===== config.mk =====
export PLATFORM = sky130hd
export DESIGN_NAME = tmcw_front
export DESIGN_NICKNAME = d
export VERILOG_FILES = /design/src/hw/rtl/tmcw_pkg.sv /design/src/hw/rtl/tmcw_front.sv
export SDC_FILE = /design/constraint.sdc
export NUM_CORES = 1
export LEC_CHECK = 0
export ABC_AREA = 1
export BUFFER_PORTS_ARGS = -buffer_cell sky130_fd_sc_hd__buf_2
export CAP_MARGIN = 10
export CORE_MARGIN = 2
export CORE_UTILIZATION = 40
export DETAILED_ROUTE_END_ITERATION = 16
export GPL_TIMING_DRIVEN = 0
export PLACE_DENSITY = 0.64
export SLEW_MARGIN = 40
export SYNTH_ARGS = -nofsm -noshare
export SYNTH_HDL_FRONTEND = slang
export SYNTH_SLANG_ARGS = --single-unit

===== constraint.sdc =====
create_clock -name clk -period 2.3 [get_ports clk]
set_input_delay 0.115 -clock clk [delete_from_list [all_inputs] [get_ports clk]]
set_output_delay 0.115 -clock clk [all_outputs]
set_load 0.02 [all_outputs]

===== src/hw/rtl/tmcw_pkg.sv =====
// ----------------------------------------------------------------------------
// tmcw_pkg: shared types and constants of the text-mode console writer
// Operation codes, control characters, register indexes and the command
// record that travels from the front end to the executor.
// ----------------------------------------------------------------------------
package tmcw_pkg;

	// default screen geometry
	localparam int COLUMNS_DEF  = 80;
	localparam int ROWS_DEF     = 25;
	localparam int TAB_STOP_DEF = 8;

	// field widths
	localparam int OP_W        = 2;
	localparam int CHAR_W      = 8;
	localparam int INDEX_W     = 11;
	localparam int POS_W       = 11;
	localparam int CELL_W      = 16;
	localparam int ATTR_W      = 8;
	localparam int CFG_DATA_W  = 4;
	localparam int CFG_INDEX_W = 1;

	// command queue depth, a power of two
	localparam int QUEUE_DEPTH = 2;

	localparam logic [OP_W-1:0] OP_PUT   = 2'd0;
	localparam logic [OP_W-1:0] OP_CLEAR = 2'd1;
	localparam logic [OP_W-1:0] OP_READ  = 2'd2;

	localparam logic [CFG_INDEX_W-1:0] CFG_FOREGROUND = 1'd0;
	localparam logic [CFG_INDEX_W-1:0] CFG_BACKGROUND = 1'd1;

	localparam logic [CFG_DATA_W-1:0] FG_RESET = 4'd7;
	localparam logic [CFG_DATA_W-1:0] BG_RESET = 4'd0;

	localparam logic [CHAR_W-1:0] CH_BS    = 8'h08;
	localparam logic [CHAR_W-1:0] CH_TAB   = 8'h09;
	localparam logic [CHAR_W-1:0] CH_LF    = 8'h0A;
	localparam logic [CHAR_W-1:0] CH_CR    = 8'h0D;
	localparam logic [CHAR_W-1:0] CH_SPACE = 8'h20;

	typedef enum logic [2:0] {
		CMD_NOP,
		CMD_BS,
		CMD_TAB,
		CMD_CR,
		CMD_LF,
		CMD_PRINT,
		CMD_CLEAR,
		CMD_READ
	} cmd_kind_t;

	typedef struct packed {
		cmd_kind_t          kind;
		logic [CHAR_W-1:0]  chr;
		logic [INDEX_W-1:0] index;
		logic               in_range;
	} cmd_t;

	typedef struct packed {
		logic init;
		logic idle;
	} back_stat_t;

endpackage


===== src/hw/rtl/tmcw_front.sv =====
// ----------------------------------------------------------------------------
// tmcw_front: request intake and classification
// Decodes each request into a command kind and holds it in a short queue
// until the executor takes it.
// ----------------------------------------------------------------------------
module tmcw_front #(
	parameter int CELL_COUNT = tmcw_pkg::COLUMNS_DEF * tmcw_pkg::ROWS_DEF
) (
	input  logic                         clk,
	input  logic                         arst_n,
	input  logic                         in_valid,
	output logic                         in_ready,
	input  logic [tmcw_pkg::OP_W-1:0]    op,
	input  logic [tmcw_pkg::CHAR_W-1:0]  char_code,
	input  logic [tmcw_pkg::INDEX_W-1:0] cell_index,
	input  logic                         hold,
	output logic                         cmd_valid,
	output tmcw_pkg::cmd_t               cmd,
	input  logic                         pop
);

	localparam int PTR_W = $clog2(tmcw_pkg::QUEUE_DEPTH);
	localparam int CNT_W = $clog2(tmcw_pkg::QUEUE_DEPTH + 1);

	tmcw_pkg::cmd_t   new_cmd;
	tmcw_pkg::cmd_t   q_mem [tmcw_pkg::QUEUE_DEPTH];
	logic [PTR_W-1:0] wr_ptr_q;
	logic [PTR_W-1:0] rd_ptr_q;
	logic [CNT_W-1:0] count_q;
	logic             push;

	always_comb begin
		new_cmd.chr      = char_code;
		new_cmd.index    = cell_index;
		new_cmd.in_range = int'(cell_index) < CELL_COUNT;
		case (op)
			tmcw_pkg::OP_PUT: begin
				case (char_code)
					tmcw_pkg::CH_BS:  new_cmd.kind = tmcw_pkg::CMD_BS;
					tmcw_pkg::CH_TAB: new_cmd.kind = tmcw_pkg::CMD_TAB;
					tmcw_pkg::CH_CR:  new_cmd.kind = tmcw_pkg::CMD_CR;
					tmcw_pkg::CH_LF:  new_cmd.kind = tmcw_pkg::CMD_LF;
					// remaining control bytes do nothing
					default: new_cmd.kind = (char_code >= tmcw_pkg::CH_SPACE) ?
						tmcw_pkg::CMD_PRINT : tmcw_pkg::CMD_NOP;
				endcase
			end
			tmcw_pkg::OP_CLEAR: new_cmd.kind = tmcw_pkg::CMD_CLEAR;
			tmcw_pkg::OP_READ:  new_cmd.kind = tmcw_pkg::CMD_READ;
			default:            new_cmd.kind = tmcw_pkg::CMD_NOP;
		endcase
	end

	assign in_ready  = (count_q != CNT_W'(tmcw_pkg::QUEUE_DEPTH)) && !hold;
	assign push      = in_valid && in_ready;
	assign cmd_valid = count_q != '0;
	assign cmd       = q_mem[rd_ptr_q];

	always_ff @(posedge clk) begin
		if (push) begin
			q_mem[wr_ptr_q] <= new_cmd;
		end
	end

	always_ff @(posedge clk or negedge arst_n) begin
		if (!arst_n) begin
			wr_ptr_q <= '0;
			rd_ptr_q <= '0;
			count_q  <= '0;
		end else begin
			if (push) begin
				wr_ptr_q <= wr_ptr_q + PTR_W'(1);
			end
			if (pop) begin
				rd_ptr_q <= rd_ptr_q + PTR_W'(1);
			end
			if (push && !pop) begin
				count_q <= count_q + CNT_W'(1);
			end else if (pop && !push) begin
				count_q <= count_q - CNT_W'(1);
			end
		end
	end

endmodule


## Word level (Yosys, flattened, before mapping)

Memories as Yosys holds them, arrays and structs flattened.
Index checks and enable logic that the tools add are counted.

- Register bits after elaboration: 4
- Bits in latches: 0
- Bits in writable memories: 46
- ROM bits: 0
- Bits of input ports: 26
- Word-level logic and storage cells: 34
- Memories kept: 1

- Add/subtract/negate cells: 4
- Multipliers: 0
- Div/mod/pow operators: 0
- $lt $le $gt $ge: 2
- Equality and inequality tests: 7
- Shifts and indexed selects: 0
- Muxes and demuxes: 7
- Bitwise operators: 0
- Reductions and logical operators: 10

Memory list:

| memory | words | bits a word | rd ports | clocked after Yosys merged registers in | wr ports | line | text |
|---|---|---|---|---|---|---|---|
| q_mem | 2 | 23 | 1 | 0 | 1 | tmcw_front.sv:26 | `tmcw_pkg::cmd_t q_mem [tmcw_pkg::QUEUE_DEPTH];` |

Operator list:

| cell | number |
|---|---|
| $eq A8 B4 Y1 const B | 4 |
| $pmux W3 S4 | 1 |
| $lt A11 B11 Y1 const B | 1 |
| $pmux W3 S3 | 1 |
| $ge A8 B6 Y1 const B | 1 |
| $logic_and A1 B1 Y1 | 4 |
| $mux W2 | 2 |
| $reduce_bool A2 Y1 | 2 |
| $logic_not A1 Y1 | 3 |
| $mux W3 | 1 |
| $add A1 B1 Y1 const B | 2 |
| $add A2 B1 Y2 const B | 1 |
| $eq A2 B1 Y1 const B | 1 |
| $eq A2 B2 Y1 const B | 1 |
| $logic_not A2 Y1 | 1 |
| $mux W1 | 2 |
| $ne A2 B2 Y1 const B | 1 |
| $sub A2 B1 Y2 const B | 1 |

## Depth between registers and ports, before layout

Gate-level depths: netlist of run 1.

- Depth after elaboration: 7
- Mapped depth: 8

## Least setup slack after synthesis of run 1

Ideal clock, no wire load.

- Path kind: reg2reg
- Start: register count_q[0]
- End: memory q_mem[0][0] in the netlist's numbering (enable)
- Arrival time: 1.867 ns
- Required time: 1.897 ns
- Slack: 0.031 ns
- Stages on the path, launching flop included: 5
- Buffers on the path: 0
- Clock period less this slack: 2.269 ns
- Cell sequence: dfrtp_1 -> inv_1 -> a21oi_2 -> nand2_1 -> nor2_1

- Longest elaborated chain between the ends: 5

RTL lines:

| element | line | text |
|---|---|---|
| start: declaration | tmcw_front.sv:29 | `logic [CNT_W-1:0] count_q;` |
| start signal: assignment | tmcw_front.sv:78 | `count_q <= count_q + CNT_W'(1);` |
| start signal: assignment | tmcw_front.sv:80 | `count_q <= count_q - CNT_W'(1);` |
| $ne A2 B2 Y1 | tmcw_front.sv:54 | `assign in_ready = (count_q != CNT_W'(tmcw_pkg::QUEUE_DEPTH)) && !hold;` |
| $logic_and A1 B1 Y1 | tmcw_front.sv:54 |  |
| named net in_ready | tmcw_front.sv:12 | `output logic in_ready,` |
| $logic_and A1 B1 Y1 | tmcw_front.sv:55 | `assign push = in_valid && in_ready;` |
| $mux W1 | tmcw_front.sv:60 | `if (push) begin` |
| $mux W1 (implied by the code) | tmcw_front.sv:61 | `q_mem[wr_ptr_q] <= new_cmd;` |
| end: declaration | tmcw_front.sv:26 |  |

The timed path passes the listed nets, and every way through them passes these cells.

## Final worst setup path of run 1

- Start: register count_q[0]
- End: register count_q[1]

- Longest elaborated chain between the ends: 6
- Elaborated cells between the ends (all ways): 11
- Those cells by class: add/sub (2); eq/ne (1); mux (2); reduce/logical (6)

RTL lines:

| element | line | text |
|---|---|---|
| $ne A2 B2 Y1 | tmcw_front.sv:54 |  |
| $logic_and A1 B1 Y1 | tmcw_front.sv:54 |  |
| $logic_and A1 B1 Y1 | tmcw_front.sv:55 |  |
| $logic_not A1 Y1 | tmcw_front.sv:79 | `end else if (pop && !push) begin` |
| $logic_and A1 B1 Y1 | tmcw_front.sv:79 |  |
| $reduce_bool A2 Y1 (no source line) | n/a |  |

Parallel ways exist; a longest one is shown, timed or not. The select of a mux whose other input is x is not followed.
A chain may end at the register's enable or synchronous reset.

==> flow_summary_export.csv, run 1 <==
group,metric,value,unit
status,status,"finished clean",
yosys,netlist_area,2120,um2
grt,gr-usage-all-layers,12.2,%
placed_design,dp_worst_setup_slack,0.582,ns
drt,drt_iter0_drc,46,
placed_design,place_area,2530,um2
cts,clk_pin_slew,0.08,ns
timing,max_freq,582,MHz
yosys,ys_seq_area_share,69.7,%
layout,final_cells,260,
die,die-width,76.9,um
drt,postRouteAntennaNets,0,
timing,timing.final.crit_share,74.7,%
power,vdd_drop_max,0.395,mV
timing,rsz0062_at_grt,"no",
layout,multi_input_area,562,um2
timing,setup_viol,0,
cts,cts_max_path_buffers,2,
flow_run,drv_cap,0,
grt,first_global_vias,1264,
timing,final.setup.worst_slack,0.582,ns
timing,slew_violations,0,
timing,tns,0,ns
die,io_pins,51,
yosys,synth.distinct_cells,19,
layout,layout.area.seq,1480,um2
grt,grt_antenna_before_repair,0,
die,dieArea,5910,um2
cts,worstSkewPairLatency,0.30,ns
power,clkPwrFrac,20.6,%
cts,cts_resized,0,
timing,finalCriticalPeriod,1.72,ns
power,power_frac_seq,41.2,%
power,swShare,30.8,%
timing,relSlewSlack,81.6,%
power,p_int,2.00,mW
power,combPwrFrac,38.2,%
layout,final_core_util,52.5,%
placed_design,placed_cells,248,
cts,h-tree-depth,2,
layout,fillers,458,
yosys,synth_seq_cells,50,
timing,clock_skew,0.00871,ns
critical_path,cp.required,2.48,ns
critical_path,worst-path-max-fanout,4,
yosys,yosysWarnings,0,
cts,cts-root-buf,"clkbuf_8",
die,rows,26,
grt,grt_pass1_wl,5520,um
critical_path,critPathArrivalTime,1.90,ns
critical_path,rrSetupSlack,0.58,ns
yosys,yosys.area.top_type,"edfxtp_1",
layout,synthToLayoutAreaGrowth,26.3,%
critical_path,crit_type,"register to register",
grt,grt_overflow_total,0,
cts,cts_buffers,5,
yosys,post_synth.cell_area_avg,16.9,um2
power,leakage,1.11,nW
drt,drtPass1Iterations,4,
layout,antenna_cells,0,
timing,worstMarginPinSlew,0.276,ns
die,start_util,41.6,%
timing,hold_violations,0,
drt,wire_per_inst,13.4,um
placed_design,place_congestion,0.713,
placed_design,place_hpwl,2610,um
cts,cts_tree,"built",
yosys,synth_nets,155,
critical_path,crit_path_end_kind,"register",
power,switchingPower,0.891,mW
power,cellPowerDensity,1080,nW/um2
die,chipHeight,76.9,um
die,fp.coreArea,5110,um2
yosys,synthTopCellsByArea,"edfxtp_1, mux2_4, dfrtp_1, inv_1, mux2_2",
yosys,yosysTopAreaCellShare,65.0,%
drt,wirelength,3490,um
drt,vias,1190,
cts,clock-sinks,50,
worst_hold_path,hold_path_class,"primary input to register",
drt,vias_per_cell,4.58,
timing,hold_ws,0.0162,ns
yosys,postSynthCellCount,126,
layout,drive_above_1_share,46.3,%
grt,grt_max_degree,20,
placed_design,port_buffers,50,
layout,layout.nets,218,
power,p_total,2.89,mW
drt,drc,0,
layout,design_area,2680,um2
critical_path,start_kind,"register",
==> per-layer routing <==
layer | track usage, % | wire, um | share of wire [%]
met5 | 0 | 0 | 0
met4 | 2.73 | 31 | 0.89
met3 | 4.00 | 221 | 6.3
met2 | 23.2 | 1860 | 53
met1 | 13.0 | 1380 | 39
==> path summary, 6_finish.rpt <==
kind | startpoint | cells past startpoint | endpoint
max in group asynchronous | arst_n | 2 | wr_ptr_q
min in group asynchronous | arst_n | 2 | rd_ptr_q
hold / removal | pop | 2 | rd_ptr_q
setup / recovery | count_q[0] | 8 | count_q[1]
setup reg to reg | count_q[0] | 8 | count_q[1]
hold reg to reg | count_q[0] | 1 | count_q[0]
==> cells in the final DEF (no fill, tap or decap), drive strengths merged <==
cell type    instances
buf                 55
edfxtp              46
mux2                23
inv                 12
nand2               10
nor2                 9
clkbuf               6
xor2                 4
dfrtp                4
dlygate4sd3          4
a21oi                4
ha                   3
nand3                2
o21ai                2
nor3                 1
and3                 1
o2111ai              1
xnor2                1
clkinvlp             1
bufinv               1
==> state kept, by name, indices dropped and copies added, names as in the netlist <==
name	flops
q_mem	46
count_q	2
rd_ptr_q	1
wr_ptr_q	1
==> power by group through the flow <==
stage,combinational [mW],sequential (mW),clock (mW)
floorplan,0.805,1.20,0
global placement,1.04,1.21,0
detailed placement,1.12,1.21,0
CTS,1.13,1.19,0.613
global route,1.17,1.20,0.648
finish,1.11,1.19,0.595
==> final cells by class <==
class,instances,share of cell area (%)
multi-input cells,61,20.9
flip-flops and latches,50,55.2
clock buffers,6,2.71
clock inverters,2,1.40
repair buffers,56,12.9
well taps,70,3.26
inverters,12,1.68
plain buffers,3,1.91
==> timing repair <==
| action | in CTS | in global routing |
|---|---|---|
| hold buffers | 3 | 1 |
| endpoints found under the hold margin | 8 | 2 |
| setup endpoints to repair | 0 | 0 |
| setup buffers | 0 | 0 |
==> synth_stat cells, drive strengths merged <==
library cell / n
xnor2: 1
o21ai: 2
xor2: 4
buf: 3
and3: 1
nor3: 1
dfrtp: 4
nand2: 10
o2111ai: 1
inv: 12
ha: 3
nand3: 2
nor2: 9
mux2: 23
edfxtp: 46
a21oi: 4
==> logic make-up (layout without fill, tap and decap cells) <==
group / Yosys count / count (layout) / share of synthesized area, %
simple gates: 23 / 23 / 4.36
compound gates: 7 / 7 / 2.00
buf+inv: 15 / 79 / 4.53
mux: 23 / 23 / 15.5
xor+xnor: 5 / 5 / 2.06
fa+ha+maj: 3 / 3 / 1.77
flops: 50 / 50 / 69.7
==> worst max-delay path, cell delays in order, from the launching register on <==
cell and delay [ns]:
dfrtp_1 0.40, inv_1 0.13, a21oi_2 0.07, nand2_1 0.22, inv_1 0.08, ha_1 0.31
a21oi_1 0.12, o21ai_0 0.12, xor2_1 0.15
(Power assumes the default switching activity.)
==> inputs of run 2 (changes only) <==
- PLACE_DENSITY: 0.64 -> 0.66
- clock period: 2.3 -> 1.57 ns (I/O delays scaled with it)
==> run 2 against run 1 <==
The run now ends with setup timing left. Non-clock buffer count up 12. Clock-buffer cell count down 1. Sequential cell count unchanged. Final area up 4.5%. Sequential power up 47%. Largest cell class unchanged.
==> flow_summary_export.csv, run 2 (same netlist as run 1, synthesis figures left out) <==
group,metric,value,unit
placed_design,place_congestion,0.823,
drt,vias_per_cell,4.57,
critical_path,rr_worst_depth,3,
power,cellPowerDensity,1580,nW/um2
drt,wirelength,3590,um
cts,cts_max_path_buffers,2,
layout,largest_reg_flops,46,
drt,drt_iter0_drc,25,
cts,worstSkewPairLatency,0.29,ns
critical_path,worst-path-max-fanout,23,
cts,clock-sinks,50,
power,leakage,1.16,nW
timing,final.setup.worst_slack,-0.0658,ns
grt,grt_antenna_before_repair,0,
power,switchingPower,1.32,mW
layout,design_area,2800,um2
die,fp.coreArea,5110,um2
power,power_frac_seq,39.6,%
layout,mostFrequentLayoutCells,"buf_2, edfxtp_1, mux2_4",
layout,layout.nets,230,
layout,final_common_cell,"buf_2",
drt,wire_per_inst,13.2,um
die,rows,26,
cts,cts_tree,"built",
placed_design,dp_worst_setup_slack,-0.140,ns
die,dieArea,5910,um2
critical_path,start_kind,"register",
timing,relSlewSlack,52.3,%
worst_hold_path,hold_path_class,"primary input to register",
flow_run,drv_cap,0,
drt,vias,1242,
grt,grt_pass1_wl,5550,um
critical_path,critPathArrivalTime,1.57,ns
cts,cts-root-buf,"clkbuf_8",
timing,setup_viol,46,
critical_path,crit_path_end_kind,"register",
timing,worstMarginPinSlew,0.714,ns
cts,h-tree-depth,2,
layout,antenna_cells,0,
layout,drive_above_1_share,45.0,%
status,violations,"setup timing",
die,start_util,41.6,%
drt,drc,0,
placed_design,port_buffers,50,
layout,largest-register,"q_mem",
critical_path,cp.required,1.50,ns
die,die-width,76.9,um
power,combPwrFrac,37.4,%
drt,drtPass1Iterations,4,
timing,timing.final.crit_share,104,%
cts,cts_buffers,5,
grt,gr-usage-all-layers,12.3,%
critical_path,crit_type,"register to register",
power,p_int,3.10,mW
power,p_total,4.42,mW
die,io_pins,51,
grt,grt_max_degree,24,
power,vdd_drop_max,0.756,mV
timing,slew_violations,0,
timing,finalCriticalPeriod,1.64,ns
power,swShare,29.8,%
cts,clk_pin_slew,0.08,ns
layout,top_regs,"q_mem x46, count_q x2",
placed_design,place_hpwl,2520,um
timing,clock_skew,0.00324,ns
power,clkPwrFrac,23.0,%
drt,postRouteAntennaNets,0,
worst_hold_path,hold-path-cell-count,1,
layout,synthToLayoutAreaGrowth,32.0,%
grt,grt_overflow_total,0,
placed_design,place_area,2490,um2
timing,max_freq,611,MHz
grt,first_global_vias,1322,
timing,rsz0062_at_grt,"yes",
die,chipHeight,76.9,um
timing,hold_violations,0,
status,status,"finished, violations left",
run 2: final timing paths:
path | from | end | slack, ns
min in group asynchronous | arst_n | count_q[1] | 0.12
min reg2reg | count_q[0] | count_q[0] | 0.60
max in group asynchronous | arst_n | rd_ptr_q | 1.34
max | count_q[1] | q_mem[1][20] | -0.07
min | char_code[6] | q_mem[0][18] | 0.008
max reg2reg | count_q[1] | q_mem[1][20] | -0.07
run 2: repair_timing:
item / 4_1_cts / 5_1_grt
hold endpoints to repair: 31 / 2
resized for setup: 2 / 2
pin swaps: 1 / 0
endpoints found under the setup margin: 47 / 47
hold buffers: 15 / 1
setup buffers: 0 / 2
run 2: area by class of cell:
class / count / area (um2)
timing repair buffer: 68 / 425
multi-input combinational: 61 / 581
clock inverter: 3 / 63.8
sequential: 50 / 1480
fill: 417 / 2300
clock buffer: 5 / 68.8
inverter: 12 / 45.0
buffer: 3 / 51.3
tap: 70 / 87.6
run 2: stage by stage:
| stage | hold slack [ns] | utilization (%) | cells | setup TNS (ns) |
|---|---|---|---|---|
| 6_report | 0.00785 | 54.9 | 272 | -2.59 |
| 5_1_grt | 0.00246 | 54.9 | 272 | -6.61 |
| 4_1_cts | 0.000817 | 54.3 | 269 | -4.17 |
| 3_5_place_dp | -0.114 | 48.7 | 246 | -6.28 |
| 3_3_place_gp | -0.117 | 48.7 | 246 | -2.51 |
| 2_1_floorplan | -0.217 | - | 126 | 0 |
run 2: per-layer routing:
metal  share of wire [%]  global-route usage (%)  up-vias
li1                    -                       -      599
met1                  36                    10.9      599
met2                  57                    25.1       36
met3                 4.8                    3.41        8
met4                 2.1                    5.45        0
met5                   0                       0        -
run 2: power by group through the flow:
stage / clock [mW] / combinational [mW] / sequential, mW
6_report: 1.01 / 1.65 / 1.75
5_1_grt: 1.08 / 1.75 / 1.77
4_1_cts: 1.03 / 1.63 / 1.76
3_5_place_dp: 0 / 1.59 / 1.79
3_3_place_gp: 0 / 1.56 / 1.77
2_1_floorplan: 0 / 1.21 / 1.76
run 2: critical path, cell delays in order, from the launching register on:
cell,delay [ns]
dfrtp_1,0.42
a21oi_4,0.19
nand2_4,0.10
nor2_4,0.56
